## src/rtl/idt_pkg.sv

```systemverilog
package idt_pkg;

  // Count width default and field widths
  localparam int COUNT_BITS_DEF = 31;
  localparam int CMD_W          = 8;
  localparam int VAL_W          = 31;
  localparam int LVL_W          = 7;
  localparam int REQ_W          = 2;
  localparam int IN_DATA_W      = 56;
  localparam int OUT_DATA_W     = 40;

  // Request kinds (slave tuser)
  localparam logic [REQ_W-1:0] REQ_TICK  = 2'd0;
  localparam logic [REQ_W-1:0] REQ_CMD   = 2'd1;
  localparam logic [REQ_W-1:0] REQ_SETUP = 2'd2;

  // Timer command codes
  localparam logic [CMD_W-1:0] CMD_STOP        = 8'h20;
  localparam logic [CMD_W-1:0] CMD_LOAD        = 8'h39;
  localparam logic [CMD_W-1:0] CMD_LOAD_RELOAD = 8'h3d;
  localparam logic [CMD_W-1:0] CMD_READ        = 8'h40;
  localparam logic [CMD_W-1:0] CMD_READ_STOP   = 8'h60;
  localparam logic [CMD_W-1:0] CMD_READ_LOAD   = 8'h79;

  // Load of zero with CMD_LOAD means this count
  localparam logic [15:0] DEFAULT_COUNT = 16'd26042;
  localparam logic [LVL_W-1:0] RESET_LEVEL = 7'h5f;

  // first member lands in the top bits: read_data ends up lowest
  typedef struct packed {
    logic [LVL_W-1:0] irq_level;
    logic             irq_request;
    logic [VAL_W-1:0] read_data;
  } result_t;

endpackage

```

## src/rtl/interval_down_timer.sv

```systemverilog
// Interval down timer. Each transfer on the slave side is one item: a base
// time tick (38.4 us of system time), a timer command, or an interrupt setup,
// selected by s_tuser. Every accepted item yields exactly one result on the
// master side: the remaining count for read commands (0 while the timer is
// idle), and a one-item interrupt request with its level when a tick makes
// the count run out while the interrupt is enabled and not active. Loads of
// zero expire on the next counting tick; command 0x39 with a zero count
// loads 26042 instead. With cfg_wr_data set, the count moves once every two
// ticks. Command 0x3d reloads a nonzero count on expiry while the interrupt
// is enabled. Throughput is one item per clock: all state updates in the
// cycle of the transfer, and the result lands in an output register backed
// by a one-entry skid buffer, so s_tready only drops when both are full.
// Write the configuration register only while no result is outstanding.
module interval_down_timer #(
  parameter int COUNT_BITS = idt_pkg::COUNT_BITS_DEF
) (
  input  logic                            clk,
  input  logic                            rst,
  // configuration: double_resolution
  input  logic                            cfg_wr_en,
  input  logic                            cfg_wr_data,
  // slave side
  input  logic                            s_tvalid,
  output logic                            s_tready,
  // tdata, low bit up: command[7:0], count_value[38:8], setup_enable[39],
  // int_level[46:40], int_enabled[47], int_active[48], zero[55:49]
  input  logic [idt_pkg::IN_DATA_W-1:0]   s_tdata,
  // tuser: req_type[1:0]
  input  logic [idt_pkg::REQ_W-1:0]       s_tuser,
  // master side
  output logic                            m_tvalid,
  input  logic                            m_tready,
  // tdata, low bit up: read_data[30:0], irq_request[31], irq_level[38:32],
  // zero[39]
  output logic [idt_pkg::OUT_DATA_W-1:0]  m_tdata
);
  import idt_pkg::*;

  // unpacked input fields
  logic [CMD_W-1:0]      command;
  logic [VAL_W-1:0]      count_value;
  logic                  setup_enable;
  logic [LVL_W-1:0]      int_level;
  logic                  int_enabled;
  logic                  int_active;
  logic [COUNT_BITS-1:0] cnt_in;

  assign command      = s_tdata[7:0];
  assign count_value  = s_tdata[38:8];
  assign setup_enable = s_tdata[39];
  assign int_level    = s_tdata[46:40];
  assign int_enabled  = s_tdata[47];
  assign int_active   = s_tdata[48];
  // count masked (or widened) to the counter width
  assign cnt_in       = COUNT_BITS'(count_value);

  // timer state
  logic                  double_resolution;
  logic [COUNT_BITS-1:0] remaining_count, remaining_count_next;
  logic                  counting, counting_next;
  logic                  pulse_enable, pulse_enable_next;
  logic [CMD_W-1:0]      last_command, last_command_next;
  logic [COUNT_BITS-1:0] reload_value, reload_value_next;
  logic [LVL_W-1:0]      level_store, level_store_next;
  logic                  prescale_phase, prescale_phase_next;

  // output register and skid entry
  result_t res;
  result_t out_reg;
  result_t skid_reg;
  logic    out_valid;
  logic    skid_valid;
  logic    in_xfer;
  logic    out_xfer;
  logic    advance;
  logic [VAL_W-1:0] read_now;

  assign s_tready = !skid_valid;
  assign in_xfer  = s_tvalid && s_tready;
  assign out_xfer = out_valid && m_tready;
  assign m_tvalid = out_valid;
  assign m_tdata  = {{(OUT_DATA_W - $bits(result_t)){1'b0}}, out_reg};

  // remaining count as seen by a read; zero while idle
  assign read_now = counting ? VAL_W'(remaining_count) : '0;

  // next state and result for the item at the slave port
  always_comb begin
    remaining_count_next = remaining_count;
    counting_next        = counting;
    pulse_enable_next    = pulse_enable;
    last_command_next    = last_command;
    reload_value_next    = reload_value;
    level_store_next     = level_store;
    prescale_phase_next  = prescale_phase;
    res                  = '0;
    advance              = 1'b0;

    case (s_tuser)
      REQ_TICK: begin
        if (counting) begin
          // half-rate: count only when the phase wraps back to zero
          advance = double_resolution ? prescale_phase : 1'b1;
          if (double_resolution) begin
            prescale_phase_next = ~prescale_phase;
          end
          if (advance) begin
            if (remaining_count <= COUNT_BITS'(1)) begin
              remaining_count_next = '0;
              counting_next        = 1'b0;
              if (pulse_enable) begin
                if (int_enabled && !int_active) begin
                  res.irq_request = 1'b1;
                  res.irq_level   = level_store;
                end
                // periodic mode restarts from the reload value
                if (int_enabled && last_command == CMD_LOAD_RELOAD &&
                    reload_value != '0) begin
                  remaining_count_next = reload_value;
                  counting_next        = 1'b1;
                  prescale_phase_next  = 1'b0;
                end
              end
            end else begin
              remaining_count_next = remaining_count - COUNT_BITS'(1);
            end
          end
        end
      end
      REQ_CMD: begin
        last_command_next = command;
        unique case (command)
          CMD_STOP: begin
            counting_next     = 1'b0;
            reload_value_next = '0;
            pulse_enable_next = 1'b0;
          end
          CMD_LOAD: begin
            remaining_count_next = (cnt_in == '0) ? COUNT_BITS'(DEFAULT_COUNT) : cnt_in;
            counting_next        = 1'b1;
            prescale_phase_next  = 1'b0;
            pulse_enable_next    = 1'b1;
            reload_value_next    = '0;
          end
          CMD_LOAD_RELOAD: begin
            remaining_count_next = cnt_in;
            counting_next        = 1'b1;
            prescale_phase_next  = 1'b0;
            pulse_enable_next    = 1'b1;
            reload_value_next    = cnt_in;
          end
          CMD_READ: begin
            res.read_data     = read_now;
            pulse_enable_next = 1'b1;
          end
          CMD_READ_STOP: begin
            res.read_data     = read_now;
            counting_next     = 1'b0;
            pulse_enable_next = 1'b0;
          end
          CMD_READ_LOAD: begin
            res.read_data        = read_now;
            remaining_count_next = cnt_in;
            counting_next        = 1'b1;
            prescale_phase_next  = 1'b0;
            pulse_enable_next    = 1'b1;
            reload_value_next    = '0;
          end
          default: ;
        endcase
      end
      REQ_SETUP: begin
        level_store_next = int_level;
        if (setup_enable) begin
          pulse_enable_next = 1'b1;
        end else begin
          counting_next     = 1'b0;
          pulse_enable_next = 1'b0;
        end
      end
      default: ;
    endcase
  end

  // configuration register
  always_ff @(posedge clk) begin
    if (rst) begin
      double_resolution <= 1'b0;
    end else if (cfg_wr_en) begin
      double_resolution <= cfg_wr_data;
    end
  end

  // timer state update on each input transfer
  always_ff @(posedge clk) begin
    if (rst) begin
      remaining_count <= '0;
      counting        <= 1'b0;
      pulse_enable    <= 1'b0;
      last_command    <= '0;
      reload_value    <= '0;
      level_store     <= RESET_LEVEL;
      prescale_phase  <= 1'b0;
    end else if (in_xfer) begin
      remaining_count <= remaining_count_next;
      counting        <= counting_next;
      pulse_enable    <= pulse_enable_next;
      last_command    <= last_command_next;
      reload_value    <= reload_value_next;
      level_store     <= level_store_next;
      prescale_phase  <= prescale_phase_next;
    end
  end

  // output register with skid entry: skid fills only when the output
  // register is held by a stalled master
  always_ff @(posedge clk) begin
    if (rst) begin
      out_valid  <= 1'b0;
      skid_valid <= 1'b0;
    end else begin
      if (!out_valid || out_xfer) begin
        out_valid  <= skid_valid || in_xfer;
        skid_valid <= 1'b0;
      end else if (in_xfer) begin
        skid_valid <= 1'b1;
      end
    end
  end

  always_ff @(posedge clk) begin
    if (!out_valid || out_xfer) begin
      out_reg <= skid_valid ? skid_reg : res;
    end
    if (in_xfer && out_valid && !out_xfer) begin
      skid_reg <= res;
    end
  end

`ifndef SYNTHESIS
  // skid entry is only ever occupied behind a full output register
  a_skid_behind_out: assert property (@(posedge clk) disable iff (rst)
    skid_valid |-> out_valid)
    else $error("skid entry valid with empty output register");

  // a held skid entry is not lost while the master stalls
  a_skid_holds: assert property (@(posedge clk) disable iff (rst)
    skid_valid && !m_tready |=> skid_valid)
    else $error("skid entry dropped during stall");

  // no interrupt level without a request
  a_level_needs_irq: assert property (@(posedge clk) disable iff (rst)
    m_tvalid && !m_tdata[31] |-> m_tdata[38:32] == '0)
    else $error("irq level set without irq request");

  // timer comes out of reset idle with the reset level
  a_reset_idle: assert property (@(posedge clk)
    rst |=> !counting && level_store == RESET_LEVEL)
    else $error("timer state not cleared by reset");
`endif

endmodule

```

## config.mk

```make
export PLATFORM = sky130hd
export DESIGN_NAME = interval_down_timer
export DESIGN_NICKNAME = d
export VERILOG_FILES = /design/src/rtl/idt_pkg.sv /design/src/rtl/interval_down_timer.sv
export SDC_FILE = /design/constraint.sdc
export NUM_CORES = 1
export LEC_CHECK = 0
export BUFFER_PORTS_ARGS = -buffer_cell sky130_fd_sc_hd__buf_2
export CAP_MARGIN = 40
export CORE_MARGIN = 2
export CORE_UTILIZATION = 45
export CTS_BUF_LIST = sky130_fd_sc_hd__clkbuf_4 sky130_fd_sc_hd__clkbuf_8 sky130_fd_sc_hd__clkbuf_16
export DETAILED_ROUTE_END_ITERATION = 16
export PLACE_DENSITY = 0.77
export SLEW_MARGIN = 20
export SYNTH_ARGS = -nofsm -noshare
export SYNTH_HDL_FRONTEND = slang
export SYNTH_SLANG_ARGS = --single-unit
```

## constraint.sdc

```tcl
create_clock -name clk -period 4.1 [get_ports clk]
set_clock_uncertainty 0.1 [all_clocks]
set_input_delay 0.82 -clock clk [delete_from_list [all_inputs] [get_ports clk]]
set_output_delay 0.82 -clock clk [all_outputs]
set_load 0.01 [all_outputs]
```

==> flow_summary.json <==
{
  "run_status": "complete, no violations",
  "ys_types": 61,
  "critPathKind": "flop to flop",
  "cts_root_buf": "clkbuf_16",
  "drt-total-wl_mm": 18.4,
  "design_area_um2": 8950,
  "layout_common_cells": "98 x buf_2, 83 x dfxtp_1, 78 x edfxtp_1",
  "slew_violations": 0,
  "core_um2": 16600,
  "setup_tns_ns": 0,
  "crit_arrival_ns": 3.60,
  "place.port_buffers": 97,
  "clock_path_buffers": 2,
  "synth_warnings": 0,
  "die_area_um2": 18000,
  "grt_first_pass_wirelength_mm": 29.5,
  "gp_congestion": 0.952,
  "die_height_um": 134,
  "die_width_um": 134,
  "period_share_pct": 83.1,
  "cts_buffers": 17,
  "ys_ff_latch": 161,
  "cts_tree": "yes",
  "cp_slowest_cell": "or4_4",
  "required_ns": 4.29,
  "path_buf_inv": 0,
  "clk_latency_ns": 0.42,
  "area_delta_synth_final_pct": 17.3,
  "antenna_cells": 0,
  "synth.cell_area_um2": 7630,
  "cts_resized": 0,
  "io_pins": 106,
  "drt_iter0_markers": 830,
  "hold_violations": 0,
  "timing.hold.ws_ns": 0.352,
  "grt_use_total_pct": 20.4,
  "leakagePower_nw": 3.51,
  "worstPathCellList": "or4_4 > or4_4 > or4_4 > nor4_4 > and2_1 > mux2_2",
  "vdd_drop_max_v": 0.000296,
  "antenna_left": 0,
  "critPathTopFamily": "simple AND/OR/NAND/NOR gates",
  "dp_hpwl_mm": 12.9,
  "fill_cells": 1455,
  "overflow": 0,
  "clkTransAtPathRegs_ns": 0.06,
  "critPathLaunchType": "flop",
  "hp-class": "flop to flop",
  "syn_avg_cell_area_um2": 10.2,
  "netlist_instances": 747,
  "end_kind": "flop",
  "powerDensity_nw_per_um2": 476,
  "fin_nets": 899,
  "crit_top_cell": "or4_4",
  "synth_top_area_share_pct": 30.7,
  "htreeDepth": 4,
  "drt_pass1_iterations": 6,
  "max_stage_delay_ns": 0.72,
  "seq_area_frac_synth_pct": 52.5,
  "ctsHoldBuffers": 0,
  "period_needed_ns": 3.41,
  "drv_cap": 0,
  "worst_pin_slew_ns": 0.760,
  "rsz0062_at_grt": "false",
  "post_cts_buffers": 0,
  "grt_antenna_before_repair": 0,
  "crit_path_max_fanout": 20,
  "row_count": 47,
  "via_per_inst": 5.82,
  "setup_viol": 0,
  "max_freq_ghz": 0.293,
  "placedInstanceArea_um2": 8320,
  "slew_headroom_pct": 49.3,
  "grt_pass1_vias": 5601,
  "cts_sinks": 161,
  "synth_area_leaders": "edfxtp_1 31%, dfxtp_1 22%, mux2_2 5.8%, nand2_1 3.3%, a21oi_1 3.3%",
  "start_util_pct": 46.0,
  "grt_max_degree": 43,
  "synth_edf_count": 78,
  "drc": 0,
  "synthesis.nets": 818,
  "async_flop_share_pct": 0,
  "wl_per_cell_um": 17.3,
  "final_common_cell": "buf_2",
  "ys.flop_type": "dfxtp_1",
  "vias": 6170,
  "yosysTopAreaCell": "edfxtp_1",
  "layout-drive-gt1-share_pct": 23.3
}
metrics by stage:
step | cells | power [mW] | utilization, % | worst slack, ns
after global routing | 1061 | 4.42 | 54.0 | 0.607
after floorplan | 747 | 2.40 | - | 0.605
after global placement | 1026 | 2.60 | 50.0 | 0.767
after CTS | 1060 | 4.27 | 53.9 | 0.725
final | 1061 | 4.26 | 54.0 | 0.692
after detailed placement | 1028 | 2.61 | 50.2 | 0.712
area by class of cell:
type	instances	area [µm²]	share of cell area, %
well taps	220	275	3.08
clock buffers	19	447	4.99
multi-input cells	527	3410	38.1
flip-flops and latches	161	4000	44.7
inverters	10	37.5	0.419
repair buffers	111	604	6.75
clock inverters	13	176	1.97
final timing paths:
kind	slack [ns]	depth (start not counted)	to	from
min reg2reg	0.35	1	level_store[0]	level_store[0]
max reg2reg	0.69	6	m_tdata[32]	remaining_count[12]
max	0.69	6	m_tdata[32]	remaining_count[12]
min	0.35	1	level_store[0]	level_store[0]
per-layer routing:
layer  track usage, %  up-vias  routed length, µm
met5                0        -                  0
met4             5.91        0                426
met3             4.27       37               1500
met2             29.8      294               8010
met1             30.5     2874               8420
li1                 -     2965                  -
synth_stat cells, drive strengths merged, types with 7 or more instances:
master  number
and3         7
nand4        9
xnor2       11
buf         10
a221oi      10
a21oi       50
nor4        26
a211o        8
inv         10
nand3       38
xor2        13
clkbuf      39
mux2i        9
o31ai        9
and2        40
or4          9
o21ai       43
dfxtp       83
nor3        22
nand2       68
mux2        39
ha           7
nor2        39
or3          9
edfxtp      78
cell families after synthesis:
logic type,count (synthesis),share of synthesized area (%)
buffers and inverters,59,3.28
AND/OR/NAND/NOR,281,19.5
flip-flops,161,52.5
AO/OA/AOI/OAI,166,13.9
other,1,0.0491
multiplexers,48,6.93
XOR/XNOR,24,2.75
adder cells (fa/ha/maj),7,1.15
report_power, final:
group          switching (mW)  internal [mW]
logic                   0.501          0.325
registers              0.0436           1.74
clock network           0.660          0.995
total                    1.21           3.06
No activity file was read; power rests on OpenSTA's default activity.
